[src/sv/hrlp_pkg.sv]
// Package for the HEX record line parser: shared types, codes and constants.
// Used by every module of the block; no dependencies of its own.

package hrlp_pkg;

   localparam int unsigned HeaderBytes = 5;
   localparam int unsigned CountW      = 9;
   localparam logic [CountW-1:0] CountMax = '1;
   localparam logic [CountW-1:0] LastOffsetIdx = CountW'(HeaderBytes + 255);

   localparam logic [7:0] ChColon = 8'h3A;

   localparam logic KindData    = 1'b0;
   localparam logic KindSummary = 1'b1;

   typedef enum logic [1:0] {
      STATUS_OK       = 2'd0,
      STATUS_BAD_FORM = 2'd1,
      STATUS_LENGTH   = 2'd2,
      STATUS_CHECKSUM = 2'd3
   } status_type;

   typedef enum logic [1:0] {
      PH_WAIT = 2'b01,
      PH_BODY = 2'b10
   } phase_type;

   typedef struct packed {
      logic       is_space;
      logic       is_colon;
      logic       is_hex;
      logic [3:0] digit;
   } char_class_type;

   typedef struct packed {
      logic        kind;
      logic [7:0]  data_value;
      logic [7:0]  data_offset;
      logic [7:0]  byte_count;
      logic [15:0] load_address;
      logic [7:0]  record_type;
      logic [7:0]  check_byte;
      status_type  status;
      logic        last;
   } result_type;

endpackage

[src/sv/hex_record_line_parser_core.sv]
// HEX record line parser, top level. An item that gives a result passes
// through the input register, then the result register.
// Throughput: one item per cycle while the result side takes items; a stalled
// result holds only items that would produce a further result.
// Reset (synchronous, active high) empties both registers and clears the
// record state to waiting for the colon. Uses hrlp_pkg, hrlp_char_class, hrlp_parse.

module hex_record_line_parser_core
   import hrlp_pkg::*;
(
   input  logic        clock,
   input  logic        reset,
   input  logic        req_valid,
   output logic        req_ready,
   input  logic [7:0]  req_char_code,
   input  logic        req_line_end,
   output logic        rsp_valid,
   input  logic        rsp_ready,
   output logic        rsp_kind,
   output logic [7:0]  rsp_data_value,
   output logic [7:0]  rsp_data_offset,
   output logic [7:0]  rsp_byte_count,
   output logic [15:0] rsp_load_address,
   output logic [7:0]  rsp_record_type,
   output logic [7:0]  rsp_check_byte,
   output logic [1:0]  rsp_status,
   output logic        rsp_last
);

   logic           in_valid_ff;
   logic [7:0]     in_char_ff;
   logic           in_end_ff;
   logic           out_valid_ff, out_valid_in;
   result_type     out_ff;

   char_class_type char_class;
   logic           has_result;
   result_type     result;
   logic           out_free;
   logic           step;

   hrlp_char_class u_class (
      .char_code  (in_char_ff),
      .char_class (char_class)
   );

   hrlp_parse u_parse (
      .clock      (clock),
      .reset      (reset),
      .step       (step),
      .line_end   (in_end_ff),
      .char_class (char_class),
      .has_result (has_result),
      .result     (result)
   );

   assign out_free  = !out_valid_ff || rsp_ready;
   // advance the held item unless it has a result and the result slot is full and not being taken
   assign step      = in_valid_ff && (!has_result || out_free);
   assign req_ready = !in_valid_ff || step;

   always_comb begin
      out_valid_in = out_valid_ff && !rsp_ready;
      if (step && has_result) begin
         out_valid_in = 1'b1;
      end
   end

   always_ff @(posedge clock) begin
      if (reset) begin
         in_valid_ff  <= 1'b0;
         out_valid_ff <= 1'b0;
      end else begin
         out_valid_ff <= out_valid_in;
         if (req_ready) begin
            in_valid_ff <= req_valid;
         end
      end
   end

   always_ff @(posedge clock) begin
      if (req_valid && req_ready) begin
         in_char_ff <= req_char_code;
         in_end_ff  <= req_line_end;
      end
      if (step && has_result) begin
         out_ff <= result;
      end
   end

   assign rsp_valid        = out_valid_ff;
   assign rsp_kind         = out_ff.kind;
   assign rsp_data_value   = out_ff.data_value;
   assign rsp_data_offset  = out_ff.data_offset;
   assign rsp_byte_count   = out_ff.byte_count;
   assign rsp_load_address = out_ff.load_address;
   assign rsp_record_type  = out_ff.record_type;
   assign rsp_check_byte   = out_ff.check_byte;
   assign rsp_status       = out_ff.status;
   assign rsp_last         = out_ff.last;

endmodule

[src/sv/hrlp_char_class.sv]
// Character classifier: whitespace, colon and hex digit decode.
// Depends on hrlp_pkg.

module hrlp_char_class
   import hrlp_pkg::*;
(
   input  logic [7:0]     char_code,
   output char_class_type char_class
);

   always_comb begin
      char_class = '0;
      case (char_code) inside
         [8'h09:8'h0D], 8'h20: begin
            char_class.is_space = 1'b1;
         end
         ChColon: begin
            char_class.is_colon = 1'b1;
         end
         [8'h30:8'h39]: begin
            char_class.is_hex = 1'b1;
            char_class.digit  = char_code[3:0];
         end
         [8'h41:8'h46], [8'h61:8'h66]: begin
            char_class.is_hex = 1'b1;
            char_class.digit  = 4'(char_code[2:0] + 3'd1) + 4'd8;
         end
         default: begin
            char_class = '0;
         end
      endcase
   end

endmodule

[src/sv/hrlp_parse.sv]
// Record state and per-item decode: header capture, running sum, held-back
// data byte and end-of-line summary. Depends on hrlp_pkg.

module hrlp_parse
   import hrlp_pkg::*;
(
   input  logic           clock,
   input  logic           reset,
   input  logic           step,
   input  logic           line_end,
   input  char_class_type char_class,
   output logic           has_result,
   output result_type     result
);

   phase_type         phase_ff, phase_in;
   logic              serr_ff, serr_in;
   logic [3:0]        high_ff, high_in;
   logic              half_ff, half_in;
   logic [CountW-1:0] seen_ff, seen_in;
   logic [7:0]        sum_ff, sum_in;
   logic [7:0]        len_ff, len_in;
   logic [15:0]       addr_ff, addr_in;
   logic [7:0]        type_ff, type_in;
   logic [7:0]        pend_ff, pend_in;

   logic              in_body;
   logic [7:0]        byte_val;
   logic [CountW-1:0] data_idx;
   logic              enough;

   always_comb begin
      unique case (phase_ff)
         PH_WAIT: in_body = 1'b0;
         PH_BODY: in_body = 1'b1;
         default: in_body = 1'b0;
      endcase
   end

   assign byte_val = {high_ff, char_class.digit};
   assign data_idx = seen_ff - CountW'(HeaderBytes);
   assign enough   = seen_ff >= CountW'(HeaderBytes);

   always_comb begin
      phase_in = phase_ff;
      serr_in  = serr_ff;
      high_in  = high_ff;
      half_in  = half_ff;
      seen_in  = seen_ff;
      sum_in   = sum_ff;
      len_in   = len_ff;
      addr_in  = addr_ff;
      type_in  = type_ff;
      pend_in  = pend_ff;

      has_result          = 1'b0;
      result              = '0;
      result.byte_count   = len_ff;
      result.load_address = addr_ff;
      result.record_type  = type_ff;

      if (line_end) begin
         has_result        = 1'b1;
         result.kind       = KindSummary;
         result.last       = 1'b1;
         result.check_byte = enough ? pend_ff : 8'h00;
         if (serr_ff || !in_body || !enough || half_ff) begin
            result.status = STATUS_BAD_FORM;
         end else if (data_idx != {1'b0, len_ff}) begin
            result.status = STATUS_LENGTH;
         end else if (sum_ff != 8'h00) begin
            result.status = STATUS_CHECKSUM;
         end else begin
            result.status = STATUS_OK;
         end
         // clear for the next record
         phase_in = PH_WAIT;
         serr_in  = 1'b0;
         high_in  = '0;
         half_in  = 1'b0;
         seen_in  = '0;
         sum_in   = '0;
         len_in   = '0;
         addr_in  = '0;
         type_in  = '0;
         pend_in  = '0;
      end else if (char_class.is_space) begin
         phase_in = phase_ff;
      end else if (char_class.is_colon) begin
         if (in_body) begin
            serr_in = 1'b1;
         end else begin
            phase_in = PH_BODY;
         end
      end else if (!char_class.is_hex || !in_body) begin
         serr_in = 1'b1;
      end else if (!half_ff) begin
         high_in = char_class.digit;
         half_in = 1'b1;
      end else begin
         half_in = 1'b0;
         sum_in  = sum_ff + byte_val;
         case (seen_ff)
            CountW'(0): len_in = byte_val;
            CountW'(1): addr_in = {byte_val, 8'h00};
            CountW'(2): addr_in = {addr_ff[15:8], byte_val};
            CountW'(3): type_in = byte_val;
            default: begin
               // emit the held byte one place late, so the checksum never shows
               if (enough && seen_ff <= LastOffsetIdx) begin
                  has_result         = 1'b1;
                  result.kind        = KindData;
                  result.data_value  = pend_ff;
                  result.data_offset = data_idx[7:0];
               end
               pend_in = byte_val;
            end
         endcase
         if (seen_ff != CountMax) begin
            seen_in = seen_ff + CountW'(1);
         end
      end
   end

   always_ff @(posedge clock) begin
      if (reset) begin
         phase_ff <= PH_WAIT;
         serr_ff  <= 1'b0;
         high_ff  <= '0;
         half_ff  <= 1'b0;
         seen_ff  <= '0;
         sum_ff   <= '0;
         len_ff   <= '0;
         addr_ff  <= '0;
         type_ff  <= '0;
         pend_ff  <= '0;
      end else if (step) begin
         phase_ff <= phase_in;
         serr_ff  <= serr_in;
         high_ff  <= high_in;
         half_ff  <= half_in;
         seen_ff  <= seen_in;
         sum_ff   <= sum_in;
         len_ff   <= len_in;
         addr_ff  <= addr_in;
         type_ff  <= type_in;
         pend_ff  <= pend_in;
      end
   end

endmodule

[config.mk]
export PLATFORM = sky130hd
export DESIGN_NAME = hex_record_line_parser_core
export DESIGN_NICKNAME = d
export VERILOG_FILES = /design/src/sv/hrlp_pkg.sv /design/src/sv/hex_record_line_parser_core.sv /design/src/sv/hrlp_char_class.sv /design/src/sv/hrlp_parse.sv
export SDC_FILE = /design/constraint.sdc
export NUM_CORES = 1
export LEC_CHECK = 0
export CAP_MARGIN = 20
export CORE_MARGIN = 2
export CORE_UTILIZATION = 53
export DETAILED_ROUTE_END_ITERATION = 16
export DONT_BUFFER_PORTS = 1
export GPL_TIMING_DRIVEN = 0
export PLACE_DENSITY = 0.68
export SLEW_MARGIN = 0
export SYNTH_ARGS = -nofsm -noshare
export SYNTH_HDL_FRONTEND = slang
export SYNTH_SLANG_ARGS = --single-unit
[constraint.sdc]
create_clock -name clock -period 6.6 [get_ports clock]
set_input_delay 0.99 -clock clock [delete_from_list [all_inputs] [get_ports clock]]
set_output_delay 0.99 -clock clock [all_outputs]
set_load 0.01 [all_outputs]
**After elaboration in Yosys (flattened, before gate mapping)**

Index checks and enable logic that the tools add are counted.

- Add/subtract/negate cells: 5
- $lt $le $gt $ge: 10
- Eq/ne operators: 16
- Muxes and demuxes: 80
- Bitwise gates (word level): 3
- Reduce and logical (&&, ||, !) cells: 50

Operators by type and width:

| kind | count |
|---|---|
| $mux W8 | 23 |
| $mux W16 | 6 |
| $mux W17 | 5 |
| $mux W9 | 6 |
| $pmux W16 S2 | 1 |
| $reduce_and A6 Y1 | 5 |
| $mux W1 | 24 |
| $mux W4 | 5 |
| $mux W5 | 4 |
| $eq A9 B2 Y1 const B | 2 |
| $eq A8 B6 Y1 const B | 2 |
| $ge A8 B7 Y1 const B | 2 |
| $le A8 B7 Y1 const B | 2 |
| $mux W2 | 6 |
| $ne A2 B2 Y1 const B | 6 |
| $reduce_and A4 Y1 | 3 |
| $reduce_bool A2 Y1 | 6 |
| $reduce_and A5 Y1 | 2 |
| $reduce_or A10 Y1 | 1 |
| $add A9 B1 Y9 const B | 1 |
| $eq A9 B1 Y1 const B | 1 |
| $ge A9 B3 Y1 const B | 1 |
| $le A9 B9 Y1 const B | 1 |
| $logic_and A1 B1 Y1 | 9 |
| other kinds (23) | 40 |

- Register bits: 136
- Input port bits: 13
- Logic and storage cells: 189

**Longest topological paths before layout**

- Depth after elaboration: 18
- Gate-level depth with buffers: 16

**Hierarchy**

From an unflattened synthesis, not the netlist that was laid out.

- Cells, all modules: 546
- Area, all modules: 6149.6 um2

By module, submodules not included:

| module | instances | cells an instance | area each (um2) | sequential area each (um2) |
|---|---|---|---|---|
| hrlp_parse | 1 | 429 | 3651.0 | 1301.2 |
| hex_record_line_parser_core | 1 | 81 | 2175.8 | 2112.0 |
| hrlp_char_class | 1 | 36 | 322.8 | 0.0 |

**Worst setup path before layout**

Ideal clock, no wire load.

- Path type: register -> register
- From: register in_char_ff[0]
- To: register out_ff, in the netlist rsp_byte_count[0] (enable)
- Arrival: 4.939 ns
- Required time: 6.115 ns
- Slack: 1.176 ns
- Stages on the path, launching flop included: 9
- Buffers on the path: 1
- Period minus slack after synthesis: 5.424 ns
- Path through: edfxtp_1 > inv_1 > ha_1 > or3b_1 > a21o_1 > a21o_1 > clkbuf_1 > o41ai_1 > nor2b_1

- Word-level cells in the longest chain between the ends: 17
- Elaborated cells between the ends (all ways): 33
- Those cells by class: order compare: 8; eq/ne: 2; mux: 11; reduce/logical: 12

RTL lines:

| element | line | RTL |
|---|---|---|
| from (decl) | hex_record_line_parser_core.sv:31 | `logic [7:0] in_char_ff;` |
| from (signal assigned) | hex_record_line_parser_core.sv:83 | `in_char_ff <= req_char_code;` |
| $ge A8 B7 Y1 (no source line) or $le A8 B7 Y1 (tied branches) | -- |  |
| $logic_and A1 B1 Y1 (no source line) | -- |  |
| $reduce_or A2 Y1 | hrlp_char_class.sv:13 | `case (char_code) inside` |
| $mux W5 (4 in series) | hrlp_char_class.sv:13 |  |
| $logic_not A1 Y1 | hrlp_parse.sv:95 | `end else if (!char_class.is_hex \|\| !in_body) begin` |
| $logic_or A1 B1 Y1 | hrlp_parse.sv:95 |  |
| $mux W1 | hrlp_parse.sv:95 |  |
| $mux W1 | hrlp_parse.sv:89 | `end else if (char_class.is_colon) begin` |
| $mux W1 (*) | hrlp_parse.sv:87 | `end else if (char_class.is_space) begin` |
| $mux W1 (*) | hrlp_parse.sv:62 | `if (line_end) begin` |
| $logic_not A1 Y1 | hex_record_line_parser_core.sv:59 | `assign step = in_valid_ff && (!has_result \|\| out_free);` |
| $logic_or A1 B1 Y1 | hex_record_line_parser_core.sv:59 |  |
| $logic_and A1 B1 Y1 | hex_record_line_parser_core.sv:59 |  |
| $logic_and A1 B1 Y1 (*) | hex_record_line_parser_core.sv:86 | `if (step && has_result) begin` |
| to (signal assigned) | hex_record_line_parser_core.sv:87 | `out_ff <= result;` |
| to (decl) | hex_record_line_parser_core.sv:34 | `result_type out_ff;` |

Mark *: on every way between the ends. The rest lies on a longest branch, timed or not.
A chain may end at the register's enable or synchronous reset.

**Final worst setup path**

- From: register in_char_ff[0]
- To: output req_ready

- Word-level cells in the longest chain between the ends: 17
- Elaborated cells between the ends (all ways): 33
- Those cells by class: order compare: 8; eq/ne: 2; mux: 11; reduce/logical: 12

RTL lines:

| element | line | RTL |
|---|---|---|
| $ge A8 B7 Y1 (no source line) or $le A8 B7 Y1 (tied branches) | -- |  |
| $logic_and A1 B1 Y1 (no source line) | -- |  |
| $reduce_or A2 Y1 | hrlp_char_class.sv:13 |  |
| $mux W5 (4 in series) | hrlp_char_class.sv:13 |  |
| $logic_not A1 Y1 | hrlp_parse.sv:95 |  |
| $logic_or A1 B1 Y1 | hrlp_parse.sv:95 |  |
| $mux W1 | hrlp_parse.sv:95 |  |
| $mux W1 | hrlp_parse.sv:89 |  |
| $mux W1 (*) | hrlp_parse.sv:87 |  |
| $mux W1 (*) | hrlp_parse.sv:62 |  |
| $logic_not A1 Y1 (*) | hex_record_line_parser_core.sv:59 |  |
| $logic_or A1 B1 Y1 (*) | hex_record_line_parser_core.sv:59 |  |
| $logic_and A1 B1 Y1 (*) | hex_record_line_parser_core.sv:59 |  |
| $logic_or A1 B1 Y1 (*) | hex_record_line_parser_core.sv:60 | `assign req_ready = !in_valid_ff \|\| step;` |
| to (decl) | hex_record_line_parser_core.sv:14 | `output logic req_ready,` |

Marks and branches as above.

==> flow_metrics.tcl <==
set metrics [dict create \
    fin_skew_ns 0.00691 \
    cap_violations 0 \
    p_leak_nw 2.60 \
    drc_errors 0 \
    ctsLongestPathBuffers 2 \
    synth_nets 584 \
    synthCells 552 \
    ys_warn_count 0 \
    track_usage 0.227 \
    antenna_cells 0 \
    via_count 4428 \
    port_buffers 0 \
    cts_tree "yes" \
    yosysTopAreaCell "edfxtp_1" \
    mappedNetlistArea_mm2 0.00613 \
    synthTopCellsByArea "edfxtp_1 (34%), dfxtp_1 (22%), mux2i_1 (5.2%)" \
    critPathKind "register to output port" \
    vias_per_cell 6.07 \
    hold_buffers 0 \
    startpoint_type "register" \
    initial_core_util 0.539 \
    antenna_found_initial 0 \
    period_minus_slack_ns 4.29 \
    die_w_um 112 \
    coreArea_mm2 0.0114 \
    worst_hold_path_type "register to register" \
    peakVddDrop_mv 0.234 \
    gp_congestion 0.927 \
    wl_mm 13.8 \
    cp-end-kind "output port" \
    clock_latency_ns 0.42 \
    grt-ovfl-total 0 \
    max_slew_margin 0.293 \
    worst_ep_required_time_ns 5.61 \
    drtIter0Drc 329 \
    yosysTopAreaCellShare 0.338 \
    ys_seq_elements 136 \
    synth_edf_count 69 \
    finalMaxSlewViolations 0 \
    cts_buffers 17 \
    whs_ns 0.427 \
    synthFlopType "edfxtp_1" \
    status "finished, final reports clean" \
    powerDensity_mw_per_mm2 283 \
    path_clk_slew_ns 0.06 \
    die_area_mm2 0.0124 \
    max_freq_mhz 233 \
    avgSynthCellArea_um2 11.1 \
    setup_violations 0 \
    hold_viol 0 \
    postRouteAntennaNets 0 \
    htreeDepth 4 \
    n_fill_cell 893 \
    synth.distinct_cells 63 \
    syn_to_final_growth_pct 13.6 \
    cts_setup_buffers 0 \
    ys_seq_area_frac 0.557 \
    dp_hpwl_mm 9.77 \
    num_rows 39 \
    cp_data_arrival_time_ns 3.30 \
    fin_tns_setup_ns 0 \
    cts_root_buf "clkbuf_16" \
    cts_resized 0 \
    tightest_slew_ns 1.05 \
    fp.dieH_um 112 \
    cts_sinks 136 \
    first_global_vias 4310 \
    post-route-period-util 0.650 \
    r2r_slack_ns 2.56 \
    layout.nets 606 \
    pin_count 75 \
    grt_pass1_wl_mm 22.1 \
    drtPass1Iterations 5 \
    path_max_fanout 10 \
    drive_gt1_frac 0.0920 \
    rsz0062_at_grt "false" \
    routedWlPerCell_um 18.9 \
    synthArstFlopShare 0 \
    grt_max_degree 39 \
]
## per-layer routing
| metal | global-route usage | wire, um |
|---|---|---|
| met5 | 0 | 0 |
| met4 | 0.0897 | 289 |
| met3 | 0.0615 | 685 |
| met2 | 0.383 | 6920 |
| met1 | 0.280 | 5900 |
## cells in the final DEF, fill, tap and decap left out, drive strengths merged, types with 14 or more instances in the layout
master / synthesis / routed
o21ai: 16 / 16
nor2: 25 / 25
and2: 18 / 18
inv: 13 / 20
buf: 11 / 14
a21oi: 28 / 28
nand2: 58 / 58
clkbuf: 18 / 36
mux2i: 32 / 32
dfxtp: 67 / 67
nand3: 21 / 21
ha: 18 / 18
edfxtp: 69 / 69
## worst paths after layout
kind	startpoint	endpoint	cells past startpoint
min reg2reg	u_parse.type_ff[3]	rsp_record_type[3]	0
min	u_parse.type_ff[3]	rsp_record_type[3]	0
max reg2reg	in_char_ff[0]	u_parse.sum_ff[6]	15
max	in_char_ff[0]	req_ready	8
## cells by family (layout without fill, tap and decap cells)
logic type | count (synthesis) | in the layout | synth area share
AND/OR/NAND/NOR | 201 | 201 | 0.175
multiplexers | 36 | 36 | 0.0596
buffers and inverters | 42 | 77 | 0.0296
adder cells (fa/ha/maj) | 19 | 19 | 0.0400
XOR/XNOR | 19 | 19 | 0.0294
AO/OA/AOI/OAI | 99 | 99 | 0.109
flip-flops | 136 | 136 | 0.557
## worst max-delay path, stage by stage, from the launching register on
cell and delay [ns]:
edfxtp_1 0.45, inv_1 0.17, ha_1 0.21, or3b_1 0.40
a21o_1 0.24, a21o_1 0.25, clkbuf_1 0.23, o41ai_1 0.64
nand3_1 0.29
## per-stage QoR
| stage | cell area (um2) | total power, mW | std cells | setup slack (ns) | util |
|---|---|---|---|---|---|
| after CTS | 6960 | 1.98 | 730 | 2.31 | 0.612 |
| after global routing | 6960 | 2.02 | 730 | 2.06 | 0.612 |
| final | 6960 | 1.97 | 730 | 2.31 | 0.612 |
| after floorplan | 6130 | 0.981 | 552 | 1.18 | - |
| after detailed placement | 6340 | 1.00 | 698 | 2.60 | 0.558 |
| after global placement | 6310 | 1.00 | 695 | -0.177 | 0.555 |
## final cells by class
cell class | count | area [um2] | share of cell area
inverters | 13 | 48.8 | 0.00701
repair buffers | 3 | 28.8 | 0.00413
flip-flops and latches | 136 | 3410 | 0.490
clock buffers | 18 | 429 | 0.0616
plain buffers | 29 | 133 | 0.0191
well taps | 143 | 179 | 0.0257
clock inverters | 14 | 188 | 0.0270
multi-input cells | 374 | 2540 | 0.365
## Yosys cell counts, types with 7 or more instances
master / count
o21ai_0: 15
mux2i_1: 32
dfxtp_1: 67
nand4_1: 10
edfxtp_1: 69
nand3_1: 21
a21oi_1: 28
nor2b_1: 12
ha_1: 18
or3_1: 10
nand2_1: 58
nor4_1: 11
buf_2: 7
nor2_1: 25
nor3_1: 11
or4_1: 7
xor2_1: 7
inv_1: 13
clkbuf_1: 18
o211ai_1: 8
xnor2_1: 11
and2_1: 17
## power breakdown
| group | internal (mW) | leakage (nW) | switching (mW) |
|---|---|---|---|
| clock | 0.605 | 0.292 | 0.376 |
| combinational | 0.0207 | 1.12 | 0.0528 |
| sequential | 0.900 | 1.18 | 0.0134 |
Power figures use the tool's default switching activity.
